[config.mk]
export PLATFORM = sky130hd
export DESIGN_NAME = multi_task_heartbeat_watchdog_core
export DESIGN_NICKNAME = d
export VERILOG_FILES = /design/src/hbw_pkg.sv /design/src/hbw_slot_ram.sv /design/src/hbw_elapsed_cmp.sv /design/src/multi_task_heartbeat_watchdog_core.sv
export SDC_FILE = /design/constraint.sdc
export NUM_CORES = 1
export LEC_CHECK = 0
export ABC_AREA = 1
export BUFFER_PORTS_ARGS = -buffer_cell sky130_fd_sc_hd__buf_2
export CORE_ASPECT_RATIO = 1.4
export CORE_UTILIZATION = 50
export DETAILED_ROUTE_END_ITERATION = 12
export GPL_ROUTABILITY_DRIVEN = 0
export GPL_TIMING_DRIVEN = 0
export PLACE_DENSITY_LB_ADDON = 0.1
export RECOVER_POWER = 25
export SYNTH_ARGS = -nofsm -noshare
export SYNTH_HDL_FRONTEND = slang
export SYNTH_HIERARCHICAL = 1
export SYNTH_SLANG_ARGS = --single-unit
[constraint.sdc]
create_clock -name i_clk -period 4.1 [get_ports i_clk]
set_clock_uncertainty 0.15 [all_clocks]
set_input_delay 0.615 -clock i_clk [delete_from_list [all_inputs] [get_ports i_clk]]
set_output_delay 0.615 -clock i_clk [all_outputs]
set_load 0.03 [all_outputs]
[src/hbw_pkg.sv]
`timescale 1ns / 1ps

package hbw_pkg;

    // request codes carried in req_type
    localparam logic [2:0] REQ_TICK     = 3'd0;
    localparam logic [2:0] REQ_REGISTER = 3'd1;
    localparam logic [2:0] REQ_CHECKIN  = 3'd2;
    localparam logic [2:0] REQ_CHECK    = 3'd3;
    localparam logic [2:0] REQ_WD_TICK  = 3'd4;

    // register indexes on the configuration port
    localparam logic REG_DEADLINE = 1'b0;
    localparam logic REG_RELOAD   = 1'b1;

    localparam logic [31:0] DEADLINE_RESET = 32'd1000;
    localparam logic [11:0] RELOAD_RESET   = 12'd1875;

    typedef struct packed {
        logic [2:0] req_type;
        logic [2:0] slot;
    } t_request;

    typedef struct packed {
        logic [2:0] assigned_slot;
        logic       register_refused;
        logic       checkin_accepted;
        logic [7:0] stalled_mask;
        logic       watchdog_fed;
        logic       reset_request;
    } t_result;

endpackage

[src/hbw_slot_ram.sv]
`timescale 1ns / 1ps

module hbw_slot_ram #(
    parameter int DEPTH = 8,
    parameter int AW    = 3
) (
    input  logic          i_clk,
    input  logic          i_we,
    input  logic [AW-1:0] i_waddr,
    input  logic [31:0]   i_wdata,
    input  logic          i_re,
    input  logic [AW-1:0] i_raddr,
    output logic [31:0]   o_rdata
);

    logic [31:0] r_mem [DEPTH];
    logic [31:0] r_rdata;

    always_ff @(posedge i_clk) begin
        if (i_we) begin
            r_mem[i_waddr] <= i_wdata;
        end
        if (i_re) begin
            r_rdata <= r_mem[i_raddr];
        end
    end

    assign o_rdata = r_rdata;

endmodule

[src/hbw_elapsed_cmp.sv]
`timescale 1ns / 1ps

module hbw_elapsed_cmp (
    input  logic [31:0] i_tick_now,
    input  logic [31:0] i_stamp,
    input  logic [31:0] i_deadline,
    output logic        o_stalled
);

    logic [31:0] elapsed;

    // elapsed time wraps modulo 2^32
    assign elapsed   = i_tick_now - i_stamp;
    assign o_stalled = elapsed > i_deadline;

endmodule

[src/multi_task_heartbeat_watchdog_core.sv]
`timescale 1ns / 1ps
// Heartbeat watchdog for up to MAX_SLOTS tasks.
// Request channel (i_in_valid / o_in_stall / i_in_data) carries one request
// per beat: tick, register, check-in, health check or watchdog tick. Every
// request gives exactly one result beat on o_out_valid / i_out_stall /
// o_out_data; reset_request is carried in every result.
// Tick, register, check-in, watchdog tick and unknown codes finish at the
// accepting edge: the result is on the outputs in the next cycle, and one
// such request per cycle is taken while results drain.
// A health check walks the registered slots through the single stamp memory
// read port and one elapsed-time comparator, each slot passing through a read
// state and then a compare state; the result is given once the last registered
// slot is compared (at once when none). The request side stalls meanwhile.
// While a result beat is stalled the output register holds it and no new
// request is taken. Configuration is an APB-style port, deadline at 0x0 and
// reload value at 0x4, always ready.
// Reset (synchronous, active low) clears the tick count, empties the slot
// table, loads the watchdog counter with 1875 and clears the reset request;
// stamp memory is not cleared, a slot is stamped when registered.
module multi_task_heartbeat_watchdog_core #(
    parameter int MAX_SLOTS = 8
) (
    input  logic              i_clk,
    input  logic              i_rst_n,
    input  logic              i_in_valid,
    output logic              o_in_stall,
    input  hbw_pkg::t_request i_in_data,
    output logic              o_out_valid,
    input  logic              i_out_stall,
    output hbw_pkg::t_result  o_out_data,
    input  logic              psel,
    input  logic              penable,
    input  logic              pwrite,
    input  logic [2:0]        paddr,
    input  logic [31:0]       pwdata,
    output logic [31:0]       prdata,
    output logic              pready
);

    localparam int SLOT_W = (MAX_SLOTS > 1) ? $clog2(MAX_SLOTS) : 1;
    localparam int CNT_W  = $clog2(MAX_SLOTS + 1);

    typedef enum logic [1:0] {S_IDLE, S_READ, S_CMP} t_state;

    t_state              r_state, n_state;
    logic [31:0]         r_deadline, r_tick, n_tick;
    logic [11:0]         r_reload, r_wd_count, n_wd_count;
    logic [CNT_W-1:0]    r_used, n_used;
    logic                r_reset_latched, n_reset_latched;
    logic [SLOT_W-1:0]   r_idx, n_idx;
    logic [7:0]          r_mask, n_mask;
    logic                r_out_valid, n_out_valid;
    hbw_pkg::t_result    r_out, n_out;
    logic                r_any_stalled;

    logic                accept, cfg_wr;
    logic                ram_we, ram_re;
    logic [SLOT_W-1:0]   ram_waddr;
    logic [31:0]         ram_rdata;
    logic                slot_stalled;
    logic [7:0]          slot_bit;
    logic [11:0]         wd_dec;

    assign pready = 1'b1;
    assign cfg_wr = psel & penable & pwrite & pready;
    assign prdata = (paddr[2] == hbw_pkg::REG_RELOAD) ? {20'd0, r_reload} : r_deadline;

    assign o_in_stall  = (r_state != S_IDLE) || (r_out_valid && i_out_stall);
    assign accept      = i_in_valid && !o_in_stall;
    assign o_out_valid = r_out_valid;
    assign o_out_data  = r_out;

    hbw_slot_ram #(
        .DEPTH (MAX_SLOTS),
        .AW    (SLOT_W)
    ) u_ram (
        .i_clk   (i_clk),
        .i_we    (ram_we),
        .i_waddr (ram_waddr),
        .i_wdata (r_tick),
        .i_re    (ram_re),
        .i_raddr (r_idx),
        .o_rdata (ram_rdata)
    );

    hbw_elapsed_cmp u_cmp (
        .i_tick_now (r_tick),
        .i_stamp    (ram_rdata),
        .i_deadline (r_deadline),
        .o_stalled  (slot_stalled)
    );

    assign ram_re   = (r_state == S_READ);
    assign slot_bit = (6'(r_idx) < 6'd8) ? (8'd1 << r_idx) : 8'd0;
    assign wd_dec   = (r_wd_count != 12'd0) ? r_wd_count - 12'd1 : 12'd0;

    always_comb begin
        n_state         = r_state;
        n_tick          = r_tick;
        n_used          = r_used;
        n_wd_count      = r_wd_count;
        n_reset_latched = r_reset_latched;
        n_idx           = r_idx;
        n_mask          = r_mask;
        n_out           = r_out;
        n_out_valid     = r_out_valid && i_out_stall;
        ram_we          = 1'b0;
        ram_waddr       = SLOT_W'(r_used);

        case (r_state)
            S_IDLE: begin
                if (accept) begin
                    n_out       = '0;
                    n_out_valid = 1'b1;
                    case (i_in_data.req_type)
                        hbw_pkg::REQ_TICK: begin
                            n_tick = r_tick + 32'd1;
                        end
                        hbw_pkg::REQ_REGISTER: begin
                            if (6'(r_used) >= 6'(MAX_SLOTS)) begin
                                n_out.register_refused = 1'b1;
                            end else begin
                                ram_we              = 1'b1;
                                n_out.assigned_slot = 3'(r_used);
                                n_used              = r_used + CNT_W'(1);
                            end
                        end
                        hbw_pkg::REQ_CHECKIN: begin
                            if (6'(i_in_data.slot) < 6'(r_used)) begin
                                ram_we                 = 1'b1;
                                ram_waddr              = SLOT_W'(i_in_data.slot);
                                n_out.checkin_accepted = 1'b1;
                            end
                        end
                        hbw_pkg::REQ_CHECK: begin
                            if (r_used == '0) begin
                                n_wd_count         = r_reload;
                                n_out.watchdog_fed = 1'b1;
                            end else begin
                                // result is held back until the walk ends
                                n_out_valid = 1'b0;
                                n_idx       = '0;
                                n_mask      = '0;
                                n_state     = S_READ;
                            end
                        end
                        hbw_pkg::REQ_WD_TICK: begin
                            n_wd_count = wd_dec;
                            if (wd_dec == 12'd0) begin
                                n_reset_latched = 1'b1;
                            end
                        end
                        default: begin
                        end
                    endcase
                    n_out.reset_request = n_reset_latched;
                end
            end
            S_READ: begin
                n_state = S_CMP;
            end
            S_CMP: begin
                if (slot_stalled) begin
                    n_mask = r_mask | slot_bit;
                end
                if (CNT_W'(r_idx) + CNT_W'(1) == r_used) begin
                    // stalled slots beyond bit 7 still block the feed
                    n_out               = '0;
                    n_out.stalled_mask  = n_mask;
                    if (!slot_stalled && !r_any_stalled) begin
                        n_wd_count         = r_reload;
                        n_out.watchdog_fed = 1'b1;
                    end
                    n_out.reset_request = r_reset_latched;
                    n_out_valid         = 1'b1;
                    n_state             = S_IDLE;
                end else begin
                    n_idx   = r_idx + SLOT_W'(1);
                    n_state = S_READ;
                end
            end
            default: begin
                n_state = S_IDLE;
            end
        endcase
    end

    always_ff @(posedge i_clk) begin
        if (!i_rst_n) begin
            r_state         <= S_IDLE;
            r_deadline      <= hbw_pkg::DEADLINE_RESET;
            r_reload        <= hbw_pkg::RELOAD_RESET;
            r_tick          <= '0;
            r_used          <= '0;
            r_wd_count      <= hbw_pkg::RELOAD_RESET;
            r_reset_latched <= 1'b0;
            r_out_valid     <= 1'b0;
            r_any_stalled   <= 1'b0;
        end else begin
            r_state         <= n_state;
            r_tick          <= n_tick;
            r_used          <= n_used;
            r_wd_count      <= n_wd_count;
            r_reset_latched <= n_reset_latched;
            r_out_valid     <= n_out_valid;
            if (r_state == S_IDLE) begin
                r_any_stalled <= 1'b0;
            end else if (r_state == S_CMP && slot_stalled) begin
                r_any_stalled <= 1'b1;
            end
            if (cfg_wr) begin
                if (paddr[2] == hbw_pkg::REG_RELOAD) begin
                    r_reload <= pwdata[11:0];
                end else begin
                    r_deadline <= pwdata;
                end
            end
        end
    end

    always_ff @(posedge i_clk) begin
        r_idx  <= n_idx;
        r_mask <= n_mask;
        r_out  <= n_out;
    end

    a_used_bounded: assert property (@(posedge i_clk) disable iff (!i_rst_n)
        6'(r_used) <= 6'(MAX_SLOTS))
        else $error("slot table count beyond capacity");

    a_reset_sticky: assert property (@(posedge i_clk) disable iff (!i_rst_n)
        !$fell(r_reset_latched))
        else $error("reset request dropped without reset");

    a_walk_in_table: assert property (@(posedge i_clk) disable iff (!i_rst_n)
        (r_state != S_IDLE) |-> (CNT_W'(r_idx) < r_used))
        else $error("check walk outside registered slots");

    a_fed_clean: assert property (@(posedge i_clk) disable iff (!i_rst_n)
        (r_out_valid && r_out.watchdog_fed) |-> (r_out.stalled_mask == 8'd0))
        else $error("watchdog fed with a stalled slot");

endmodule

==> results.toml <==
[sta]
worstMarginPinSlew_ns = 0.9689
setup_viol = 0
relSlewSlack_pct = 35.26
whs_ns = 0.1471
max_freq_ghz = 0.2544
fin_crit_sh_pct = 95.89
setup_ws_ns = 0.1684
grt_setup_unrepaired = "true"
setup_tns_ns = 0
finalCriticalPeriod_ns = 3.932
slew_viol_final = 0
finalHoldViolations = 0

[yosys]
synth-adder-area-share_pct = 4.472
synth_simple_gate_area_share_pct = 25.78
synth.largest_area_cell = "edfxtp_1"
muxShareOfSynthArea_pct = 0
synth_warnings = 6
avgSynthCellArea_um2 = 8.185
async_reset_ff_share_pct = 0
ys_top_cells_by_area = "edfxtp_1 (44%), nand2_1 (15%), inv_1 (9.1%)"
netlist_area_um2 = 21430
syn_inst = 2618
ys.flop_type = "edfxtp_1"
yosysTopAreaCellShare_pct = 44.00
syn_nets = 2742
ys_seq_area_share_pct = 53.06
synth_xor_area_share_pct = 1.226
synth_edf_count = 314
synth_most_common_cell = "nand2_1"
synth_top_family_by_area = "simple AND/OR/NAND/NOR gates"
ys_ff_latch = 411
synth_cell_type_count = 43
synth_common_cells = "nand2_1 (836), inv_1 (521), edfxtp_1 (314)"
synth-compound-area-share_pct = 4.186

[floorplan]
die_area_um2 = 43700
num_io_pins = 98
core_um2 = 42200
initial_core_util_pct = 50.78
fp.dieW_um = 177.0
row_count = 89
fp.dieH_um = 247.0

[detailed_routing]
drtIter0Drc = 1108
drt_wl_total_mm = 55.12
vias = 17100
antenna_left = 0
drc = 0
vias_per_cell = 5.071
routedWlPerCell_um = 16.35
firstDrtPassIters = 6

[worst_setup_path]
crit_type = "register to register"
worst_r2r_startpoint = "u_ram/o_rdata[0]$_DFFE_PP_"
cp-start-kind = "register"
reg2reg_to = "r_wd_count[10]$_SDFFE_PN1P_"
crit_path_end = "r_wd_count[10]$_SDFFE_PN1P_"
crit_start = "u_ram/o_rdata[0]$_DFFE_PP_"
arrival_ns = 4.24
cp_data_required_time_ns = 4.41
worst_r2r_path_depth = 23
path_max_fanout = 6
end_kind = "register"
r2r_slack_ns = 0.17

[clock_tree]
clk-insertion-delay-late_ns = 0.57
clk_path_buf_depth = 3
ctsHtreeMaxLevel = 2
hold_buffers = 0
cts_tree = "yes"
cts.sinks = 411
clk_pin_slew_ns = 0.06
cts_buffers = 41
clockRootBuffer = "clkbuf_16"

[layout]
syn_to_final_growth_pct = 16.36
final_nets = 2917
diodes = 0
final_util_pct = 59.08
drive_above_1_share_pct = 14.19

[global_routing]
grt_start_max_net_pins = 33
grt_pass1_vias = 16240
grt_pass1_wl_mm = 85.38
antenna_found_initial = 0
overflow = 0
track_usage_pct = 25.38

[placement]
pre_cts_slack_ns = -1.034
place.detailed.hpwl_mm = 40.00
io_buffer_count = 94

[hold_path]
hold_class = "input port to register"

[outcome]
status = "complete, no violations"

[power_and_ir_drop]
p_total_mw = 8.599
p_per_area_nw_per_um2 = 344.9
leakage_nw = 11.90
ir_worst_vdd_v = 0.0004998

[flow_run]
drv_cap = 0
-- stage by stage --
stage          std cells  instance area (µm²)
5_1_grt             3372                24940
2_1_floorplan       2618                21430
3_3_place_gp        3258                22580
3_5_place_dp        3266                22840
6_report            3372                24940
4_1_cts             3353                24460
-- kinds of logic after synthesis --
logic type                 after synthesis
DFF                                    411
xor gates and xnor gates                30
and+or+nand+nor                       1326
other                                    1
buffers and inverters                  603
AOI/OAI and AO/OA                      171
adders and majority gates               76
-- routing by layer --
metal  vias to the layer above  GRT usage (%)  wire [µm]
li1                       8555              -          -
met1                      7978          29.28      21490
met2                       457          47.60      29030
met3                       109          2.660       2579
met4                         0          9.533       2019
met5                         -              0          0
-- cell type report --
cell class              instances  area, µm²
flip-flops and latches        411      11460
plain buffers                  75      429.2
fillers                      3754      17270
multi-input cells            1604       8132
clock buffers                  64       1276
repair buffers                133      874.6
well taps                     546      683.2
inverters                     527       1978
clock inverters                12      101.3
-- worst min path at each step --
stage | to | cells past startpoint | slack [ns] | startpoint
after floorplan | r_reset_latched$_SDFFE_PN0P_ | 2 | 0.29 | r_reset_latched$_SDFFE_PN0P_
after global placement | r_reset_latched$_SDFFE_PN0P_ | 2 | 0.30 | r_reset_latched$_SDFFE_PN0P_
after detailed placement | r_reset_latched$_SDFFE_PN0P_ | 2 | 0.31 | r_reset_latched$_SDFFE_PN0P_
after CTS | r_deadline[7]$_SDFFE_PN1P_ | 3 | 0.13 | pwdata[7]
after global routing | r_reload[6]$_SDFFE_PN1P_ | 3 | 0.15 | pwdata[6]
final | r_deadline[3]$_SDFFE_PN1P_ | 3 | 0.15 | pwdata[3]
-- state kept, by name (all words and copies together) (netlist names), 8 cells and up --
register	count
r_reload	12
r_deadline	32
r_wd_count	12
u_ram/r_mem	256
r_mask	8
o_out_data	15
u_ram/o_rdata	32
r_tick	32
-- report_power, final --
group	switching (mW)	internal (mW)	total, mW	leakage (nW)
clock network	1.61	2.16	3.78	0.676
registers	0.0250	4.45	4.48	3.62
logic	0.234	0.110	0.344	7.61
-- worst max-delay path, stage by stage (launching register included) --
cell	delay, ns
edfxtp_1	0.39
ha_2	0.20
inv_2	0.05
fa_2	0.36
nand3_2	0.08
nand3_2	0.09
nand3_2	0.08
nand3b_1	0.18
nand2_1	0.14
nand2_1	0.06
nand2_1	0.07
nand2_2	0.06
ha_1	0.27
nand4_1	0.15
nor3_4	0.26
and3b_2	0.23
a21oi_4	0.06
nand2_2	0.10
o21ai_2	0.07
nor3_2	0.21
nand2_2	0.17
buf_6	0.22
a21oi_2	0.13
nand2_1	0.06
-- repair_timing --
action                     4_1_cts  5_1_grt
setup endpoints to repair       30       29
buffers inserted                10       20
gates resized for setup         68      100
pin swaps                       12       20
cloned                           1        0
-- cells in the final DEF, fill, tap and decap left out, types with 62 or more instances in the layout --
master	Yosys	final
nand3_1	216	210
a21oi_1	89	77
dfxtp_1	97	71
inv_1	521	515
o21ai_0	62	62
nor2_1	182	163
nand2_1	836	811
buf_2	22	116
edfxtp_1	314	314
No activity file was read; power rests on OpenSTA's default activity.
